<file path="config.mk">
export PLATFORM = sky130hd
export DESIGN_NAME = sprite_tile_splitter
export DESIGN_NICKNAME = d
export VERILOG_FILES = /design/src/sv/sts_pkg.sv /design/src/sv/sprite_tile_splitter.sv /design/src/sv/sts_div.sv /design/src/sv/sts_fifo.sv /design/src/sv/sts_front.sv /design/src/sv/sts_back.sv
export SDC_FILE = /design/constraint.sdc
export NUM_CORES = 2
export LEC_CHECK = 0
export BUFFER_PORTS_ARGS = -buffer_cell sky130_fd_sc_hd__buf_2
export CAP_MARGIN = 20
export CORE_MARGIN = 3
export CORE_UTILIZATION = 40
export CTS_BUF_LIST = sky130_fd_sc_hd__clkbuf_2
export CTS_CLUSTER_SIZE = 40
export DETAILED_ROUTE_END_ITERATION = 12
export GPL_ROUTABILITY_DRIVEN = 0
export SLEW_MARGIN = 10
export SYNTH_ARGS = -nofsm -noshare
export SYNTH_HDL_FRONTEND = slang
export SYNTH_SLANG_ARGS = --single-unit
</file>
<file path="constraint.sdc">
create_clock -name clk -period 13.65 [get_ports clk]
set_input_delay 0.6825 -clock clk [delete_from_list [all_inputs] [get_ports clk]]
set_output_delay 0.6825 -clock clk [all_outputs]
set_load 0.02 [all_outputs]
</file>
<file path="src/sv/sts_pkg.sv">
package sts_pkg;

  localparam int SCREEN_LIMIT = 4096;
  localparam int FILTER_HALF  = 16;
  localparam int DIV_BITS     = 20;

  typedef struct packed {
    logic [1:0]         siz;
    logic [7:0]         tw;
    logic [7:0]         th;
    logic signed [13:0] x;
    logic signed [13:0] y;
    logic [12:0]        w;
    logic [12:0]        h;
    logic               filt;
  } req_t;

  typedef struct packed {
    logic [12:0]        rect_left;
    logic [12:0]        rect_top;
    logic [13:0]        rect_right;
    logic [13:0]        rect_bottom;
    logic signed [26:0] s_start;
    logic signed [26:0] t_start;
    logic [13:0]        load_cols;
    logic [13:0]        load_rows;
    logic [6:0]         row_words;
    logic [39:0]        scale_steps;
  } res_t;

  typedef enum logic [3:0] {
    B_IDLE, B_DIV_START, B_DIV_WAIT, B_ROW_CHK, B_ROW_FIN,
    B_COL_CHK, B_COL_FIN, B_EMIT, B_FLUSH
  } bstate_t;

  typedef enum logic [2:0] {J_DSDX, J_DTDY, J_YL, J_YH, J_XL, J_XH} job_t;

  function automatic logic [7:0] chunk_w(input logic [1:0] siz);
    logic [7:0] r;
    case (siz)
      2'd0: r = 8'd128;
      2'd1: r = 8'd64;
      2'd2: r = 8'd64;
      default: r = 8'd32;
    endcase
    return r;
  endfunction

  function automatic logic [7:0] chunk_h(input logic [1:0] siz);
    logic [7:0] r;
    case (siz)
      2'd0: r = 8'd64;
      2'd1: r = 8'd64;
      2'd2: r = 8'd32;
      default: r = 8'd32;
    endcase
    return r;
  endfunction

endpackage

</file>
<file path="src/sv/sprite_tile_splitter.sv">
// sequence: the two scale steps are divided first, then the row edges for each row of
//   chunks and the column edges for each chunk of a visible row; all divisions share one divider
// a chunk is held back one slot and leaves when the next one is found or the sprite ends
// flow: the back end handles one sprite at a time;
//   empty textures cost nothing there, a further request waits in a two-entry queue
// reset: rst synchronous active high, clears filter_on, the queue and all handshakes
module sprite_tile_splitter #(
  parameter int MAX_TEX_DIM = 128
) (
  input  logic         clk,
  input  logic         rst,
  // configuration: filter_on register
  input  logic         cfg_wen,
  input  logic         cfg_wdata,
  // request stream
  input  logic         s_axis_tvalid,
  output logic         s_axis_tready,
  // texel_size_code[1:0], tex_width[9:2], tex_height[17:10], screen_x[31:18],
  // screen_y[45:32], draw_width[58:46], draw_height[71:59]
  input  logic [71:0]  s_axis_tdata,
  // chunk stream
  output logic         m_axis_tvalid,
  input  logic         m_axis_tready,
  // rect_left[12:0], rect_top[25:13], rect_right[39:26], rect_bottom[53:40],
  // s_start[80:54], t_start[107:81], load_cols[121:108], load_rows[135:122],
  // row_words[142:136], scale_steps[182:143], zero pad[183]
  output logic [183:0] m_axis_tdata,
  // last_chunk
  output logic         m_axis_tlast
);
  import sts_pkg::*;

  req_t front_req;
  req_t q_head;
  res_t res;
  logic q_full;
  logic q_empty;
  logic q_push;
  logic q_pop;

  // front: filter_on register, saturation of texture size, drop of empty textures
  sts_front #(
    .MAX_TEX_DIM (MAX_TEX_DIM)
  ) u_front (
    .clk       (clk),
    .rst       (rst),
    .cfg_wen   (cfg_wen),
    .cfg_wdata (cfg_wdata),
    .in_valid  (s_axis_tvalid),
    .in_ready  (s_axis_tready),
    .in_data   (s_axis_tdata),
    .q_full    (q_full),
    .q_push    (q_push),
    .req       (front_req)
  );

  // decoupling queue between front and chunk walker
  sts_fifo u_fifo (
    .clk   (clk),
    .rst   (rst),
    .push  (q_push),
    .din   (front_req),
    .pop   (q_pop),
    .dout  (q_head),
    .full  (q_full),
    .empty (q_empty)
  );

  // back: steps, chunk walk, clipping; holds one chunk back to mark the last one
  sts_back u_back (
    .clk       (clk),
    .rst       (rst),
    .req       (q_head),
    .req_avail (~q_empty),
    .req_pop   (q_pop),
    .res       (res),
    .res_last  (m_axis_tlast),
    .res_valid (m_axis_tvalid),
    .res_ready (m_axis_tready)
  );

  assign m_axis_tdata = {1'b0, res.scale_steps, res.row_words, res.load_rows,
                         res.load_cols, res.t_start, res.s_start, res.rect_bottom,
                         res.rect_right, res.rect_top, res.rect_left};

endmodule

</file>
<file path="src/sv/sts_div.sv">
module sts_div (
  input  logic        clk,
  input  logic        rst,
  input  logic        start,
  input  logic [19:0] num,
  input  logic [12:0] den,
  output logic        done,
  output logic [19:0] quo
);
  import sts_pkg::*;

  localparam logic [4:0] LAST_STEP = 5'(DIV_BITS - 1);

  logic        busy;
  logic [4:0]  cnt;
  logic [12:0] rem;
  logic [12:0] dvs;
  logic [13:0] trial;
  logic [13:0] diff;
  logic        ge;

  // one quotient bit per cycle; a zero divisor gives all ones
  assign trial = {rem, quo[19]};
  assign ge    = trial >= {1'b0, dvs};
  assign diff  = trial - {1'b0, dvs};

  always_ff @(posedge clk) begin
    if (rst) begin
      busy <= 1'b0;
      done <= 1'b0;
      cnt  <= '0;
    end else begin
      done <= 1'b0;
      if (start) begin
        busy <= 1'b1;
        cnt  <= '0;
      end else if (busy) begin
        cnt <= cnt + 5'd1;
        if (cnt == LAST_STEP) begin
          busy <= 1'b0;
          done <= 1'b1;
        end
      end
    end
  end

  always_ff @(posedge clk) begin
    if (start) begin
      rem <= '0;
      quo <= num;
      dvs <= den;
    end else if (busy) begin
      rem <= ge ? diff[12:0] : trial[12:0];
      quo <= {quo[18:0], ge};
    end
  end

endmodule

</file>
<file path="src/sv/sts_fifo.sv">
module sts_fifo (
  input  logic          clk,
  input  logic          rst,
  input  logic          push,
  input  sts_pkg::req_t din,
  input  logic          pop,
  output sts_pkg::req_t dout,
  output logic          full,
  output logic          empty
);
  import sts_pkg::*;

  req_t       mem [2];
  logic       wp;
  logic       rp;
  logic [1:0] cnt;

  assign full  = cnt == 2'd2;
  assign empty = cnt == 2'd0;
  assign dout  = mem[rp];

  always_ff @(posedge clk) begin
    if (push) begin
      mem[wp] <= din;
    end
  end

  always_ff @(posedge clk) begin
    if (rst) begin
      wp  <= 1'b0;
      rp  <= 1'b0;
      cnt <= '0;
    end else begin
      if (push) begin
        wp <= ~wp;
      end
      if (pop) begin
        rp <= ~rp;
      end
      cnt <= cnt + {1'b0, push} - {1'b0, pop};
    end
  end

endmodule

</file>
<file path="src/sv/sts_front.sv">
module sts_front #(
  parameter int MAX_TEX_DIM = 128
) (
  input  logic          clk,
  input  logic          rst,
  input  logic          cfg_wen,
  input  logic          cfg_wdata,
  input  logic          in_valid,
  output logic          in_ready,
  input  logic [71:0]   in_data,
  input  logic          q_full,
  output logic          q_push,
  output sts_pkg::req_t req
);
  import sts_pkg::*;

  localparam logic [7:0] MAX_DIM = 8'(MAX_TEX_DIM);

  logic       filter_on;
  logic [7:0] tw_in;
  logic [7:0] th_in;

  always_ff @(posedge clk) begin
    if (rst) begin
      filter_on <= 1'b0;
    end else if (cfg_wen) begin
      filter_on <= cfg_wdata;
    end
  end

  assign tw_in = in_data[9:2];
  assign th_in = in_data[17:10];

  always_comb begin
    req.siz  = in_data[1:0];
    req.tw   = (tw_in > MAX_DIM) ? MAX_DIM : tw_in;
    req.th   = (th_in > MAX_DIM) ? MAX_DIM : th_in;
    req.x    = in_data[31:18];
    req.y    = in_data[45:32];
    req.w    = in_data[58:46];
    req.h    = in_data[71:59];
    req.filt = filter_on;
  end

  // empty textures are dropped here and never reach the queue
  assign in_ready = ~q_full;
  assign q_push   = in_valid & in_ready & (tw_in != 8'd0) & (th_in != 8'd0);

endmodule

</file>
<file path="src/sv/sts_back.sv">
module sts_back (
  input  logic          clk,
  input  logic          rst,
  input  sts_pkg::req_t req,
  input  logic          req_avail,
  output logic          req_pop,
  output sts_pkg::res_t res,
  output logic          res_last,
  output logic          res_valid,
  input  logic          res_ready
);
  import sts_pkg::*;

  bstate_t state;
  bstate_t state_next;
  job_t    job;

  req_t               cur;
  logic [19:0]        dsdx;
  logic [19:0]        dtdy;
  logic [7:0]         ty;
  logic [7:0]         tx;
  logic signed [14:0] yl_r;
  logic signed [14:0] yh_r;
  logic signed [14:0] xl_r;
  logic signed [14:0] xh_r;
  logic signed [35:0] prod_r;
  logic [12:0]        rt_r;
  logic [13:0]        rb_r;
  logic [26:0]        t_r;
  logic [13:0]        lrows_r;
  res_t               new_r;
  res_t               held;
  logic               held_valid;

  logic        div_start;
  logic        div_done;
  logic [19:0] div_q;
  logic [19:0] div_num;
  logic [12:0] div_den;

  logic [7:0]  cw;
  logic [7:0]  ch;
  logic [8:0]  ty_sum;
  logic [8:0]  tx_sum;
  logic [7:0]  lrt;
  logic [7:0]  lrs;
  logic        row_done;
  logic        col_done;
  logic        slot_free;
  logic        emit_go;
  logic        res_load;
  logic [14:0] edge_q;
  logic [14:0] y_edge;
  logic [14:0] x_edge;
  logic [29:0] adv;
  logic [29:0] coord;
  logic [29:0] base;
  logic [7:0]  near_l;
  logic [7:0]  far_l;
  logic [7:0]  span;
  logic [10:0] span_sh;
  logic [10:0] line;
  logic        row_vis;
  logic        col_vis;

  sts_div u_div (
    .clk   (clk),
    .rst   (rst),
    .start (div_start),
    .num   (div_num),
    .den   (div_den),
    .done  (div_done),
    .quo   (div_q)
  );

  assign cw       = chunk_w(cur.siz) >> cur.filt;
  assign ch       = chunk_h(cur.siz);
  assign ty_sum   = {1'b0, ty} + {1'b0, ch};
  assign tx_sum   = {1'b0, tx} + {1'b0, cw};
  assign lrt      = (ty_sum > {1'b0, cur.th}) ? cur.th : ty_sum[7:0];
  assign lrs      = (tx_sum > {1'b0, cur.tw}) ? cur.tw : tx_sum[7:0];
  assign row_done = ty_sum >= {1'b0, cur.th};
  assign col_done = tx_sum >= {1'b0, cur.tw};
  assign slot_free = ~res_valid | res_ready;
  assign emit_go   = ~held_valid | slot_free;
  assign res_load  = ((state == B_EMIT) || (state == B_FLUSH)) && emit_go && held_valid;
  assign row_vis  = ~((yl_r > 15'sd4096) || (yh_r < 15'sd0));
  assign col_vis  = ~((xl_r > 15'sd4096) || (xh_r < 15'sd0));

  // operand select for the shared divider
  always_comb begin
    case (job)
      J_DSDX: begin
        div_num = {cur.tw, 12'd0} + 20'(cur.w >> 1);
        div_den = cur.w;
      end
      J_DTDY: begin
        div_num = {cur.th, 12'd0} + 20'(cur.h >> 1);
        div_den = cur.h;
      end
      J_YL: begin
        div_num = {12'd0, ty} * cur.h;
        div_den = {5'd0, cur.th};
      end
      J_YH: begin
        div_num = {12'd0, lrt} * cur.h;
        div_den = {5'd0, cur.th};
      end
      J_XL: begin
        div_num = {12'd0, tx} * cur.w;
        div_den = {5'd0, cur.tw};
      end
      J_XH: begin
        div_num = {12'd0, lrs} * cur.w;
        div_den = {5'd0, cur.tw};
      end
      default: begin
        div_num = '0;
        div_den = '0;
      end
    endcase
  end

  assign edge_q = {2'b00, div_q[12:0]};
  assign y_edge = {cur.y[13], cur.y} + edge_q;
  assign x_edge = {cur.x[13], cur.x} + edge_q;
  assign adv    = {prod_r[35], prod_r[35:7]};

  // start coordinate, edge clip and load bounds for the row or column in hand
  always_comb begin
    if (state == B_ROW_FIN) begin
      base   = {17'd0, ty, 5'd0};
      coord  = base - ((yl_r < 15'sd0) ? adv : 30'd0)
               - (cur.filt ? 30'(FILTER_HALF) : 30'd0);
      near_l = (cur.filt && ty != 8'd0) ? ty - 8'd1 : ty;
      far_l  = (cur.filt && lrt < cur.th) ? lrt + 8'd1 : lrt;
    end else begin
      base   = {17'd0, tx, 5'd0};
      coord  = base - ((xl_r < 15'sd0) ? adv : 30'd0)
               - (cur.filt ? 30'(FILTER_HALF) : 30'd0);
      near_l = (cur.filt && tx != 8'd0) ? tx - 8'd1 : tx;
      far_l  = (cur.filt && lrs < cur.tw) ? lrs + 8'd1 : lrs;
    end
    span    = far_l - near_l;
    span_sh = {3'd0, span} << cur.siz;
    line    = ((span_sh >> 1) + 11'd7) >> 3;
  end

  always_comb begin
    state_next = state;
    case (state)
      B_IDLE:      if (req_avail) state_next = B_DIV_START;
      B_DIV_START: state_next = B_DIV_WAIT;
      B_DIV_WAIT: begin
        if (div_done) begin
          if (job == J_YH) begin
            state_next = B_ROW_CHK;
          end else if (job == J_XH) begin
            state_next = B_COL_CHK;
          end else begin
            state_next = B_DIV_START;
          end
        end
      end
      B_ROW_CHK: begin
        if (row_vis) begin
          state_next = B_ROW_FIN;
        end else if (row_done) begin
          state_next = B_FLUSH;
        end else begin
          state_next = B_DIV_START;
        end
      end
      B_ROW_FIN:   state_next = B_DIV_START;
      B_COL_CHK: begin
        if (col_vis) begin
          state_next = B_COL_FIN;
        end else if (col_done && row_done) begin
          state_next = B_FLUSH;
        end else begin
          state_next = B_DIV_START;
        end
      end
      B_COL_FIN:   state_next = B_EMIT;
      B_EMIT: begin
        if (emit_go) begin
          state_next = (col_done && row_done) ? B_FLUSH : B_DIV_START;
        end
      end
      B_FLUSH:     if (emit_go) state_next = B_IDLE;
      default:     state_next = B_IDLE;
    endcase
  end

  always_comb begin
    req_pop   = 1'b0;
    div_start = 1'b0;
    case (state)
      B_IDLE:      req_pop = req_avail;
      B_DIV_START: div_start = 1'b1;
      default: begin
        req_pop   = 1'b0;
        div_start = 1'b0;
      end
    endcase
  end

  always_ff @(posedge clk) begin
    if (rst) begin
      state <= B_IDLE;
    end else begin
      state <= state_next;
    end
  end

  // walk position and job: control state
  always_ff @(posedge clk) begin
    if (rst) begin
      job        <= J_DSDX;
      ty         <= '0;
      tx         <= '0;
      held_valid <= 1'b0;
      res_valid  <= 1'b0;
    end else begin
      res_valid <= res_load | (res_valid & ~res_ready);
      case (state)
        B_IDLE: begin
          job <= J_DSDX;
          ty  <= '0;
        end
        B_DIV_WAIT: begin
          if (div_done) begin
            case (job)
              J_DSDX:  job <= J_DTDY;
              J_DTDY:  job <= J_YL;
              J_YL:    job <= J_YH;
              J_XL:    job <= J_XH;
              default: job <= job;
            endcase
          end
        end
        B_ROW_CHK: begin
          if (!row_vis) begin
            ty  <= ty_sum[7:0];
            job <= J_YL;
          end
        end
        B_ROW_FIN: begin
          tx  <= '0;
          job <= J_XL;
        end
        B_COL_CHK: begin
          if (!col_vis) begin
            if (col_done) begin
              ty  <= ty_sum[7:0];
              job <= J_YL;
            end else begin
              tx  <= tx_sum[7:0];
              job <= J_XL;
            end
          end
        end
        B_EMIT: begin
          if (emit_go) begin
            held_valid <= 1'b1;
            if (col_done) begin
              ty  <= ty_sum[7:0];
              job <= J_YL;
            end else begin
              tx  <= tx_sum[7:0];
              job <= J_XL;
            end
          end
        end
        B_FLUSH: begin
          if (emit_go && held_valid) begin
            held_valid <= 1'b0;
          end
        end
        default: begin
          job <= job;
        end
      endcase
    end
  end

  always_ff @(posedge clk) begin
    case (state)
      B_IDLE: begin
        if (req_avail) begin
          cur <= req;
        end
      end
      B_DIV_WAIT: begin
        if (div_done) begin
          case (job)
            J_DSDX:  dsdx <= div_q;
            J_DTDY:  dtdy <= div_q;
            J_YL:    yl_r <= y_edge;
            J_YH:    yh_r <= y_edge;
            J_XL:    xl_r <= x_edge;
            J_XH:    xh_r <= x_edge;
            default: dsdx <= dsdx;
          endcase
        end
      end
      B_ROW_CHK: prod_r <= yl_r * $signed({1'b0, dtdy});
      B_ROW_FIN: begin
        t_r     <= coord[26:0];
        rt_r    <= (yl_r < 15'sd0) ? 13'd0 : yl_r[12:0];
        rb_r    <= yh_r[13:0];
        lrows_r <= {near_l[6:0], 7'(far_l - 8'd1)};
      end
      B_COL_CHK: prod_r <= xl_r * $signed({1'b0, dsdx});
      B_COL_FIN: begin
        new_r.rect_left   <= (xl_r < 15'sd0) ? 13'd0 : xl_r[12:0];
        new_r.rect_top    <= rt_r;
        new_r.rect_right  <= xh_r[13:0];
        new_r.rect_bottom <= rb_r;
        new_r.s_start     <= coord[26:0];
        new_r.t_start     <= t_r;
        new_r.load_cols   <= {near_l[6:0], 7'(far_l - 8'd1)};
        new_r.load_rows   <= lrows_r;
        new_r.row_words   <= line[6:0];
        new_r.scale_steps <= {dsdx, dtdy};
      end
      B_EMIT: begin
        if (emit_go) begin
          held <= new_r;
          if (held_valid) begin
            res      <= held;
            res_last <= 1'b0;
          end
        end
      end
      B_FLUSH: begin
        if (emit_go && held_valid) begin
          res      <= held;
          res_last <= 1'b1;
        end
      end
      default: begin
        held <= held;
      end
    endcase
  end

  a_idle_no_held: assert property (@(posedge clk) disable iff (rst)
    (state == B_IDLE) |-> !held_valid)
    else $error("pending chunk left behind at end of sprite");

  a_div_done_wait: assert property (@(posedge clk) disable iff (rst)
    div_done |-> (state == B_DIV_WAIT))
    else $error("divider finished outside a wait");

  a_col_in_range: assert property (@(posedge clk) disable iff (rst)
    (state == B_COL_CHK) |-> (tx < cur.tw))
    else $error("column walk past texture width");

  a_start_from_wait: assert property (@(posedge clk) disable iff (rst)
    div_start |=> (state == B_DIV_WAIT))
    else $error("divider started without waiting for it");

endmodule
</file>
==> reports/qor.csv <==
metric;value;unit
pin count of the biggest net entering global routing;72;
Nets;7705;
Remaining Overflow, GRT;0;
CP Data Arrival Time;11.29;ns
Clock H-tree levels;5;
CP Max Fanout;39;
Routed WL;172;mm
beginning of the critical path;u_back.cur[72]$_DFFE_PP_;
die height;422;um
Final Cell Area;0.0772;sq mm
Max-cap violations;0;
CP Capture Type;flip-flop;
sequential-to-total area share from yosys stat;43.8;%
commonest register cell after synthesis;edfxtp_1;
setup bufs post-CTS;0;
fraction of layout cells with a size suffix above 1;13.1;%
RSZ-0062 raised after global routing;no;
Starting Density;40.3;%
DRC Markers;0;
leakage power;33.4;nW
routed via count;45421;
Syn Std Cell Area;0.0692;sq mm
area occupied by multi-input gates;0.0349;sq mm
crit path to;u_back.new_r[46]$_DFFE_PP_;
Synth async-reset ratio;0;%
post-route setup TNS;0;ns
crit path launch type;flip-flop;
slew margin rel.;20.8;%
Tcrit/Tclk final;72.6;%
Root Driver;clkbuf_2;
final setup fails;0;
Resize count post-CTS;0;
capturing point of the worst reg2reg path;u_back.new_r[46]$_DFFE_PP_;
slowest library cell on the worst path;edfxtp_1;
worst hold path type;in -> reg;
Clock Sinks;1024;
RR Startpoint;u_back.cur[72]$_DFFE_PP_;
Final Max Tran Viols;0;
DIE WIDTH;422;um
flop2flop setup slack;3.74;ns
Synth cell types;86;
die area;0.178;sq mm
first-pass GRT wire length;271;mm
Pre-Repair DR Iteration Count;6;
Yosys warnings;0;
Crit path top cell by count;ha_1;
Post-Syn Instances;5902;
#FFs+latches synth;1024;
initial antenna violation count;5;
worst hold slack;0.316;ns
Post-synth EDFFs;983;
slew of the pin with the lowest slew margin;1.19;ns
CTS tree;done;
Clock Tree Buf Depth;4;
FP Rows;152;
hold_sp;s_axis_tdata[62];
R2R depth;35;
status;finished clean;
DR vias/cell;5.07;
path type of the worst setup path;reg -> reg;
initial DRC count;2820;
clock transition at the registers of the reported paths;0.10;ns
Tot GR Track Use;19.6;%
ANT nets after route;0;
Core Area;0.172;sq mm
CP max stage delay;0.66;ns
Post-DP Area;0.0731;sq mm
Final Power;12.5;mW
top-level I/O count;265;
final hold violation count;0;
max frequency;101;MHz
skew final;0.166;ns
Sequential Area;0.0303;sq mm
Tmin final;9.91;ns
pwr dens;162;mW/mm^2
drt wl/cell;19.2;um
IO buf count;263;
Layout area overhead;11.5;%
cts hold-fix bufs;159;
VDD IR max;0.000193;V
clock insertion delay at the later pin of the skew report;1.69;ns
fillcell total;16076;
Worst Path Required;15.03;ns
vias in the first global route;48675;
Avg Cell Area, Syn;11.7;sq um
CTS Buf Count;289;
DP HPWL;126;mm
-- sequential cells by signal, summed over array words and instances, names as in the netlist, 20 cells and up --
name	count
u_fifo.mem	146
u_back.dtdy	20
u_back.t_r	27
u_back.u_div.quo	20
u_back.new_r	179
u_back.held	179
u_back.cur	73
u_back.res	179
u_back.prod_r	27
u_back.dsdx	20
-- synthesized netlist by cell type (all sizes together) (6+ instances only) --
| master | instances | area, sq um |
|---|---|---|
| a222oi | 6 | 60.1 |
| mux2i | 28 | 280 |
| o41ai | 7 | 61.3 |
| nor2 | 205 | 769 |
| fa | 654 | 13100 |
| or2 | 8 | 50.1 |
| or3 | 20 | 125 |
| buf | 17 | 82.6 |
| nand2b | 65 | 407 |
| a31o | 8 | 70.1 |
| a221oi | 9 | 78.8 |
| ha | 510 | 6380 |
| clkbuf | 218 | 818 |
| nand4 | 14 | 87.6 |
| dfxtp | 41 | 821 |
| and3 | 88 | 551 |
| nand3 | 45 | 225 |
| o22ai | 12 | 75.1 |
| o31ai | 8 | 60.1 |
| nor3 | 51 | 255 |
| and2 | 278 | 1740 |
| inv | 854 | 3210 |
| a2111oi | 8 | 88.8 |
| a211o | 8 | 70.1 |
| xnor2 | 132 | 1160 |
| a22oi | 16 | 120 |
| nor3b | 9 | 78.8 |
| o211ai | 14 | 105 |
| a21boi | 13 | 97.6 |
| nand3b | 6 | 45.0 |
| o31a | 8 | 70.1 |
| o21bai | 20 | 150 |
| nor2b | 75 | 469 |
| a21oi | 168 | 841 |
| edfxtp | 983 | 29500 |
| mux2 | 83 | 935 |
| a211oi | 26 | 195 |
| a22o | 21 | 184 |
| nor4 | 18 | 113 |
| xor2 | 83 | 727 |
| o21a | 32 | 240 |
| a21o | 56 | 420 |
| o21ai | 159 | 796 |
| a31oi | 15 | 93.8 |
| nand2 | 736 | 2760 |
-- critical path, delay by kind of cell, from the launching register on --
kind / cells / cell delay [ns]
adders and majority gates: 6 / 2.13
DFF: 1 / 0.66
muxes: 2 / 0.78
AOI/OAI and AO/OA: 12 / 2.98
and+or+nand+nor: 9 / 1.79
buffers and inverters: 4 / 0.83
xor gates and xnor gates: 2 / 0.44
-- where the power goes --
group | internal, mW | total (mW) | switching, mW
clock | 0.897 | 2.15 | 1.25
sequential | 3.94 | 4.42 | 0.476
combinational | 2.37 | 5.92 | 3.55
total | 7.21 | 12.5 | 5.28
-- cell families after synthesis --
family,Yosys count,share of synthesized area [%]
buffers and inverters,1091,5.94
AO/OA/AOI/OAI,653,6.14
multiplexers,114,1.85
XOR/XNOR,215,2.72
adder cells (fa/ha/maj),1165,28.1
other,2,0.0108
AND/OR/NAND/NOR,1638,11.4
flip-flops,1024,43.8
-- per-stage QoR --
stage / std cells / utilization, % / worst slack, ns
floorplan: 5929 / - / 3.13
global placement: 8318 / 42.6 / 4.09
detailed placement: 8318 / 42.6 / 3.90
CTS: 8944 / 44.9 / 3.78
global route: 8955 / 45.0 / 2.80
finish: 8958 / 45.0 / 3.74
-- layout make-up --
type,count,area share (%)
antenna,9,0.0292
clock buffer,400,2.59
clock inverter,67,0.564
inverter,856,4.17
multi-input combinational,3814,45.3
sequential,1024,39.3
tap,2310,3.74
timing repair buffer,478,4.34
-- how the worst min path moves through the flow --
stage	end	slack [ns]	cells after the start
CTS	u_fifo.mem[1][6]$_DFFE_PP_	0.0005	3
global route	u_fifo.mem[0][37]$_DFFE_PP_	0.09	3
detailed placement	u_back.held[102]$_DFFE_PP_	0.40	0
global placement	u_back.res[85]$_DFFE_PP_	0.40	0
finish	u_fifo.mem[0][4]$_DFFE_PP_	0.32	3
floorplan	u_back.held[0]$_DFFE_PP_	0.40	0
-- layout by cell type, fill, tap and decap left out, types with 29 or more instances in the layout --
cell           instances
edfxtp_1             983
inv_1                853
nand2_1              736
fa_1                 654
ha_1                 510
clkbuf_2             401
and2_1               276
buf_2                263
nor2_1               199
a21oi_1              167
dlygate4sd3_1        159
o21ai_0              153
xnor2_1              132
and3_1                88
mux2_2                83
xor2_1                83
nor2b_1               75
nand2b_1              65
a21o_1                56
buf_4                 53
nor3_1                50
nand3_1               45
dfxtp_1               40
clkinv_1              39
o21a_1                32
conb_1                29
-- routing by layer --
metal	part of all wire (%)	routed length [um]	global-route usage, %	vias to the layer above
met1	40	68600	23.5	22681
met3	6.0	10300	4.08	400
met2	50	85300	33.7	1405
met4	4.4	7520	9.08	0
met5	0	0	0	-
li1	-	-	-	20935
(Power assumes the default switching activity.)
